### config.mk
export PLATFORM = sky130hd
export DESIGN_NAME = icce_div_chain
export DESIGN_NICKNAME = d
export VERILOG_FILES = /design/src/hw/rtl/icce_div_cell.sv /design/src/hw/rtl/icce_div_chain.sv
export SDC_FILE = /design/constraint.sdc
export NUM_CORES = 2
export LEC_CHECK = 0
export ABC_CLOCK_PERIOD_IN_PS = 3700
export BUFFER_PORTS_ARGS = -buffer_cell sky130_fd_sc_hd__buf_2
export CORE_MARGIN = 2
export CORE_UTILIZATION = 45
export DETAILED_ROUTE_END_ITERATION = 16
export MAX_ROUTING_LAYER = met4
export PLACE_DENSITY = 0.61
export SLEW_MARGIN = 20
export SYNTH_ARGS = -nofsm -noshare
export SYNTH_HDL_FRONTEND = slang
export SYNTH_SLANG_ARGS = --single-unit
### constraint.sdc
create_clock -name clock -period 3.7 [get_ports clock]
set_clock_uncertainty 0.2 [all_clocks]
set_input_delay 0.74 -clock clock [delete_from_list [all_inputs] [get_ports clock]]
set_output_delay 0.74 -clock clock [all_outputs]
set_load 0.02 [all_outputs]
### src/hw/rtl/icce_div_cell.sv
// icce_div_cell: one restoring division step, registered.
// No dependencies; instantiated by icce_div_chain.
module icce_div_cell #(
   parameter int NUM_W = 24,
   parameter int DEN_W = 33
) (
   input  logic             clock,
   input  logic             reset,
   input  logic             src_valid,
   input  logic [DEN_W-1:0] src_rem,
   input  logic [NUM_W-1:0] src_num,
   input  logic [DEN_W-1:0] src_den,
   input  logic [NUM_W-1:0] src_quo,
   output logic             dst_valid,
   output logic [DEN_W-1:0] dst_rem,
   output logic [NUM_W-1:0] dst_num,
   output logic [DEN_W-1:0] dst_den,
   output logic [NUM_W-1:0] dst_quo
);

   logic [DEN_W:0]   trial;
   logic [DEN_W:0]   diff;
   logic             take;
   logic             valid_ff;
   logic [DEN_W-1:0] rem_ff, rem_in;
   logic [NUM_W-1:0] num_ff, num_in;
   logic [DEN_W-1:0] den_ff;
   logic [NUM_W-1:0] quo_ff, quo_in;

   always_comb begin
      trial  = {src_rem, src_num[NUM_W-1]};
      diff   = trial - {1'b0, src_den};
      take   = trial >= {1'b0, src_den};
      rem_in = take ? diff[DEN_W-1:0] : trial[DEN_W-1:0];
      num_in = {src_num[NUM_W-2:0], 1'b0};
      quo_in = {src_quo[NUM_W-2:0], take};
   end

   always_ff @(posedge clock) begin
      if (reset) begin
         valid_ff <= 1'b0;
      end else begin
         valid_ff <= src_valid;
      end
      rem_ff <= rem_in;
      num_ff <= num_in;
      den_ff <= src_den;
      quo_ff <= quo_in;
   end

   assign dst_valid = valid_ff;
   assign dst_rem   = rem_ff;
   assign dst_num   = num_ff;
   assign dst_den   = den_ff;
   assign dst_quo   = quo_ff;

endmodule

### src/hw/rtl/icce_div_chain.sv
// icce_div_chain: unsigned divider built as a row of icce_div_cell, one quotient bit per cell.
// Depends on icce_div_cell.
module icce_div_chain #(
   parameter int NUM_W = 24,
   parameter int DEN_W = 33
) (
   input  logic             clock,
   input  logic             reset,
   input  logic             start,
   input  logic [NUM_W-1:0] num,
   input  logic [DEN_W-1:0] den,
   output logic             done,
   output logic [NUM_W-1:0] quo
);

   logic             v   [NUM_W+1];
   logic [DEN_W-1:0] rem [NUM_W+1];
   logic [NUM_W-1:0] nm  [NUM_W+1];
   logic [DEN_W-1:0] dn  [NUM_W+1];
   logic [NUM_W-1:0] q   [NUM_W+1];

   assign v[0]   = start;
   assign rem[0] = '0;
   assign nm[0]  = num;
   assign dn[0]  = den;
   assign q[0]   = '0;

   for (genvar i = 0; i < NUM_W; i++) begin : g_cell
      icce_div_cell #(
         .NUM_W (NUM_W),
         .DEN_W (DEN_W)
      ) u_cell (
         .clock     (clock),
         .reset     (reset),
         .src_valid (v[i]),
         .src_rem   (rem[i]),
         .src_num   (nm[i]),
         .src_den   (dn[i]),
         .src_quo   (q[i]),
         .dst_valid (v[i+1]),
         .dst_rem   (rem[i+1]),
         .dst_num   (nm[i+1]),
         .dst_den   (dn[i+1]),
         .dst_quo   (q[i+1])
      );
   end

   assign done = v[NUM_W];
   assign quo  = q[NUM_W];

endmodule

## After elaboration in Yosys (flattened, before gate mapping)

Cells that the tools add are included.

- Add/subtract/negate cells: 23
- Magnitude comparators: 24
- Muxes and demuxes: 23

Operators by type and width:

| kind | number |
|---|---|
| $ge A34 B33 Y1 | 23 |
| $mux W33 | 22 |
| $sub A33 B33 Y33 | 22 |
| $ge A1 B33 Y1 | 1 |
| $sub A1 B33 Y33 | 1 |
| $mux W1 | 1 |

- Flip-flop bits (word level): 2118
- Bits of input ports: 60
- Word-level logic and storage cells: 188

## Longest topological paths before layout

- Depth in word-level cells: 2
- Depth in mapped cells: 18

## By module

From an unflattened synthesis, not the netlist that was laid out.

- Cells, all modules: 11577
- Area, all modules: 112563.0 µm²

By module, submodules not included:

| module | instances | cells each | area each (µm²) | seq. area each (µm²) |
|---|---|---|---|---|
| icce_div_cell at g_cell[11].u_cell ... | 18 | 483 | 4704.5 | 2282.2 |
| icce_div_cell at g_cell[0].u_cell ... | 5 | 479 | 4636.9 | 2282.2 |
| icce_div_cell at g_cell[18].u_cell | 1 | 487 | 4693.3 | 2282.2 |
| icce_div_chain | 1 | 1 | 3.8 | 0.0 |

## Least setup slack after synthesis

No wires, ideal clock.

- Kind: register to register
- From: reg g_cell[11].u_cell.num_ff[23]
- To: reg g_cell[12].u_cell.rem_ff[24]
- Setup time: 0.123 ns
- Arrival time: 3.704 ns
- Required time: 3.377 ns
- Path slack: -0.328 ns
- Stages on the path, launching flop included: 18
- Period minus slack after synthesis: 4.028 ns
- Path through: dfxtp_1 > inv_1 > ha_1 > inv_1 > fa_1 > a21o_1 > a21o_1 > a221oi_2 > o21ai_2 > a221oi_2 > o2111ai_1 > a21oi_2 > o21ai_2 > a41oi_1 > nor3_1 > nor4_4 > buf_6 > mux2_1

- Cells in the longest elaborated chain, start to end: 2
- Elaborated cells on any way between the ends: 3
- Classes of those cells: add/sub: 1; order compare: 1; mux: 1

RTL lines:

| what | line | RTL |
|---|---|---|
| from (decl) | icce_div_cell.sv:26 | `logic [NUM_W-1:0] num_ff, num_in;` |
| from (signal assigned) | icce_div_cell.sv:46 | `num_ff <= num_in;` |
| $sub A33 B33 Y33 / $ge A34 B33 Y1 (equally long branches) | icce_div_cell.sv:32, icce_div_cell.sv:33 |  |
| $mux W33 (*) | icce_div_cell.sv:34 | `rem_in = take ? diff[DEN_W-1:0] : trial[DEN_W-1:0];` |
| via g_cell[12].u_cell.rem_in[24] | icce_div_cell.sv:25 | `logic [DEN_W-1:0] rem_ff, rem_in;` |
| to (signal assigned) | icce_div_cell.sv:45 | `rem_ff <= rem_in;` |
| to (decl) | icce_div_cell.sv:25 |  |

The timed path passes the listed nets; every way through them passes the cells marked *.
A chain may end at the register's enable or synchronous reset.

## Final worst setup path

- From: reg g_cell[10].u_cell.num_ff[23]
- To: reg g_cell[11].u_cell.rem_ff[1]

- Cells in the longest elaborated chain, start to end: 2
- Elaborated cells on any way between the ends: 3
- Classes of those cells: add/sub: 1; order compare: 1; mux: 1

RTL lines:

| what | line |
|---|---|
| from (decl) | icce_div_cell.sv:26 |
| from (signal assigned) | icce_div_cell.sv:46 |
| $sub A33 B33 Y33 / $ge A34 B33 Y1 (equally long branches) | icce_div_cell.sv:32, icce_div_cell.sv:33 |
| $mux W33 (*) | icce_div_cell.sv:34 |
| via g_cell[11].u_cell.rem_in[1] | icce_div_cell.sv:25 |
| to (signal assigned) | icce_div_cell.sv:45 |
| to (decl) | icce_div_cell.sv:25 |

Marked as above.

==> flow_summary.yaml <==
cells_and_area:
  post_layout_nonfiller_instances: 13000
  finalInstanceArea_mm2: 0.111
  fin_nets: 11000
  utilization_pct: 56.9
  syn_to_final_growth_pct: 25.5
  drive_gt1_share_pct: 20.3
clock_network:
  clockBufferDepth: 3
  cts_root_buf: "clkbuf_16"
  clock_sinks: 2118
  insertion_delay_ps: 860
  cts_buffers: 216
  cts_tree: "built"
  h-tree-depth: 4
  clk_pin_slew_worst_paths_ps: 60
synth:
  ys_ff_latch: 2118
  ys_top_cells_by_area: "dfxtp_1 48%, ha_1 11%, a21oi_1 4.6%"
  yosysWarnings: 0
  synth_ff_type: "dfxtp_1"
  ys_types: 87
  synthArstFlopShare_pct: 0
  synth_cells: 9135
  synth_nets: 9978
  synth_edf_count: 0
  avgSynthCellArea_um2: 9.69
  synth_top_area_cell: "dfxtp_1"
  synth.most_common_cell: "dfxtp_1"
  synthesis.area_mm2: 0.0885
  synthTopCellsByCount: "2,118 x dfxtp_1, 958 x inv_1, 806 x a21oi_1, 761 x ha_1, 614 x nand2_1"
  yosysSeqAreaShare_pct: 47.9
  synth_top_cell_area_share_pct: 47.9
pwr:
  p_int_uw: 39700
  ir_drop_mv: 0.465
  seq_power_share_pct: 46.2
  switching_share_pct: 24.3
  p_leak_uw: 0.0532
  netSwitchingPower_uw: 12700
  total_power_uw: 52500
  pwr-share-comb_pct: 10.1
  power.share.clock_pct: 43.8
  powerDensity_mw_per_mm2: 472
critical_path:
  setup.worst_path.class: "register to register"
  endpoint_kind: "register"
  start_kind: "register"
  critPathMaxFanout: 5
  cp.required_ps: 4240
  cpMaxStageDelayCell: "a211o_4"
  max_stage_delay_ps: 450
  path_cells: "inv_2, ha_4, inv_2, fa_2, a21o_1, a21oi_2, o211ai_1, a41oi_2, o211a_1, o31ai_4, a211oi_2, o41ai_2, a221o_1, a211o_4, buf_12, mux2_4"
  arrival_ps: 4510
  cp_common_cell: "inv_2"
timing:
  setup_viol: 208
  slew_headroom_pct: 39.6
  slew_viol_final: 0
  period_needed_ps: 3970
  clock.fmax_ghz: 0.252
  fin_ws_ps: -272
  tightest_slew_ps: 899
  hold_viol: 0
  rsz0062_at_grt: "true"
  fin_crit_sh_pct: 107
detailed_routing:
  ant_nets: 0
  wl_per_cell_um: 17.2
  routed_wl_um: 224000
  dr.pass1.iters: 5
  drt-initial-drc-count: 3872
  viasPerCell: 5.12
  drcViolationCount: 0
  dr_total_vias: 66500
global_route:
  use_met2_pct: 36.2
  grt_pass1_vias: 65200
  met1_usage_pct: 28.2
  antenna_found_initial: 2
  grt_max_degree: 41
  grt_busiest_layer: "met2"
  met3_usage_pct: 2.67
  overflow: 0
  grt_usage_pct: 21.9
  grt_pass1_wl_um: 344000
run_status:
  violations: "negative setup slack"
  status: "finished with violations"
die:
  die_area_mm2: 0.200
  core-area_mm2: 0.195
  floorplan.initialDensity_pct: 45.3
  num_rows: 162
  die_w_um: 447
  fp.dieH_um: 447
  io_pins: 85
placement:
  io_buffers: 84
  post_dp_cell_area_mm2: 0.0972
  hpwl_um: 164000
  place.gp.congestion: 0.911
  dp_cells: 12300
hold_path:
  hold_path.class: "input pin to register"
flow_run:
  max_cap_viol_count: 0
-- final cells by class --
class	count	area (um^2)
Antenna cell	1	2.50
Clock buffer	277	6000
Clock inverter	127	1700
Fill cell	16900	84100
Inverter	962	3630
Multi-Input combinational cell	5876	44700
Sequential cell	2118	42500
Tap cell	2624	3280
Timing Repair Buffer	1012	9330
-- metal layers --
metal / wire, um / up-vias
met5: 0 / -
met3: 9380 / 379
met1: 104000 / 31300
li1: - / 33600
met2: 105000 / 1335
met4: 5670 / 0
-- worst max-delay path: cells and delay by family (launching register included) --
kind	cells	cell delay, ps
compound gates	10	2310
buf+inv	3	270
mux	1	300
flops	1	320
fa+ha+maj	2	460
-- registers in the layout, indices dropped and copies added, names as in the netlist --
signal                   flops
g_cell.u_cell.dst_den      759
g_cell.u_cell.dst_rem      759
g_cell.u_cell.dst_quo      300
g_cell.u_cell.dst_num      276
g_cell.u_cell.dst_valid     24
-- repair_timing --
| action | CTS | global route |
|---|---|---|
| endpoints found under the hold margin | 58 | 0 |
| pin swaps | 65 | 148 |
| gates cloned | 27 | 39 |
| setup buffers | 86 | 77 |
| hold buffers | 58 | 0 |
| setup endpoints to repair | 455 | 646 |
| gates resized for setup | 257 | 556 |
-- cells by family (layout without fill, tap and decap cells) --
family,Yosys count,count (layout),synth area share [%]
DFF,2118,2118,47.9
muxes,242,242,3.06
xor gates and xnor gates,632,632,6.25
and+or+nand+nor,1836,1836,9.88
buffers and inverters,1143,2378,4.96
adders and majority gates,783,783,11.3
AOI/OAI and AO/OA,2381,2383,16.7
other,0,1,0
-- worst paths after layout --
| path | start | endpoint | slack [ps] | cells after the start |
|---|---|---|---|---|
| min | reset | g_cell[23].u_cell.dst_valid | 80 | 2 |
| max reg2reg | g_cell[10].u_cell.dst_num[23] | g_cell[11].u_cell.dst_rem[1] | -270 | 16 |
| max | g_cell[10].u_cell.dst_num[23] | g_cell[11].u_cell.dst_rem[1] | -270 | 16 |
| min reg2reg | g_cell[7].u_cell.dst_num[21] | g_cell[8].u_cell.dst_num[22] | 110 | 0 |
-- cells in the final DEF, fill, tap and decap left out, types with 91 or more instances in the layout --
cell / instances
nand4_1: 98
nand3_1: 100
buf_4: 717
nor2_1: 382
nand2_1: 586
nor2b_1: 141
o21bai_1: 106
mux2_4: 106
a21oi_2: 91
inv_1: 928
mux2_2: 126
a21o_1: 398
ha_1: 740
clkbuf_16: 249
o21ai_0: 491
a21oi_1: 705
dfxtp_1: 2081
nand2b_1: 101
xor2_1: 237
xnor2_1: 394
-- stage by stage --
stage,hold slack [ps],TNS [ps],setup WS [ps]
after floorplan,110,-13290,-249
after global placement,109,-41560,-373
after detailed placement,112,-51320,-330
after CTS,13.5,-22720,-262
after global routing,72.1,-66440,-389
final,82.5,-25530,-272
-- power groups by stage --
stage          Combinational, uW  Sequential (uW)  Clock, uW
2_1_floorplan               3310            24400          0
3_3_place_gp                4560            24700          0
3_5_place_dp                4640            24700          0
4_1_cts                     4910            24200      23600
5_1_grt                     5840            24300      24600
6_report                    5280            24200      23000
Power figures use the tool's default switching activity.
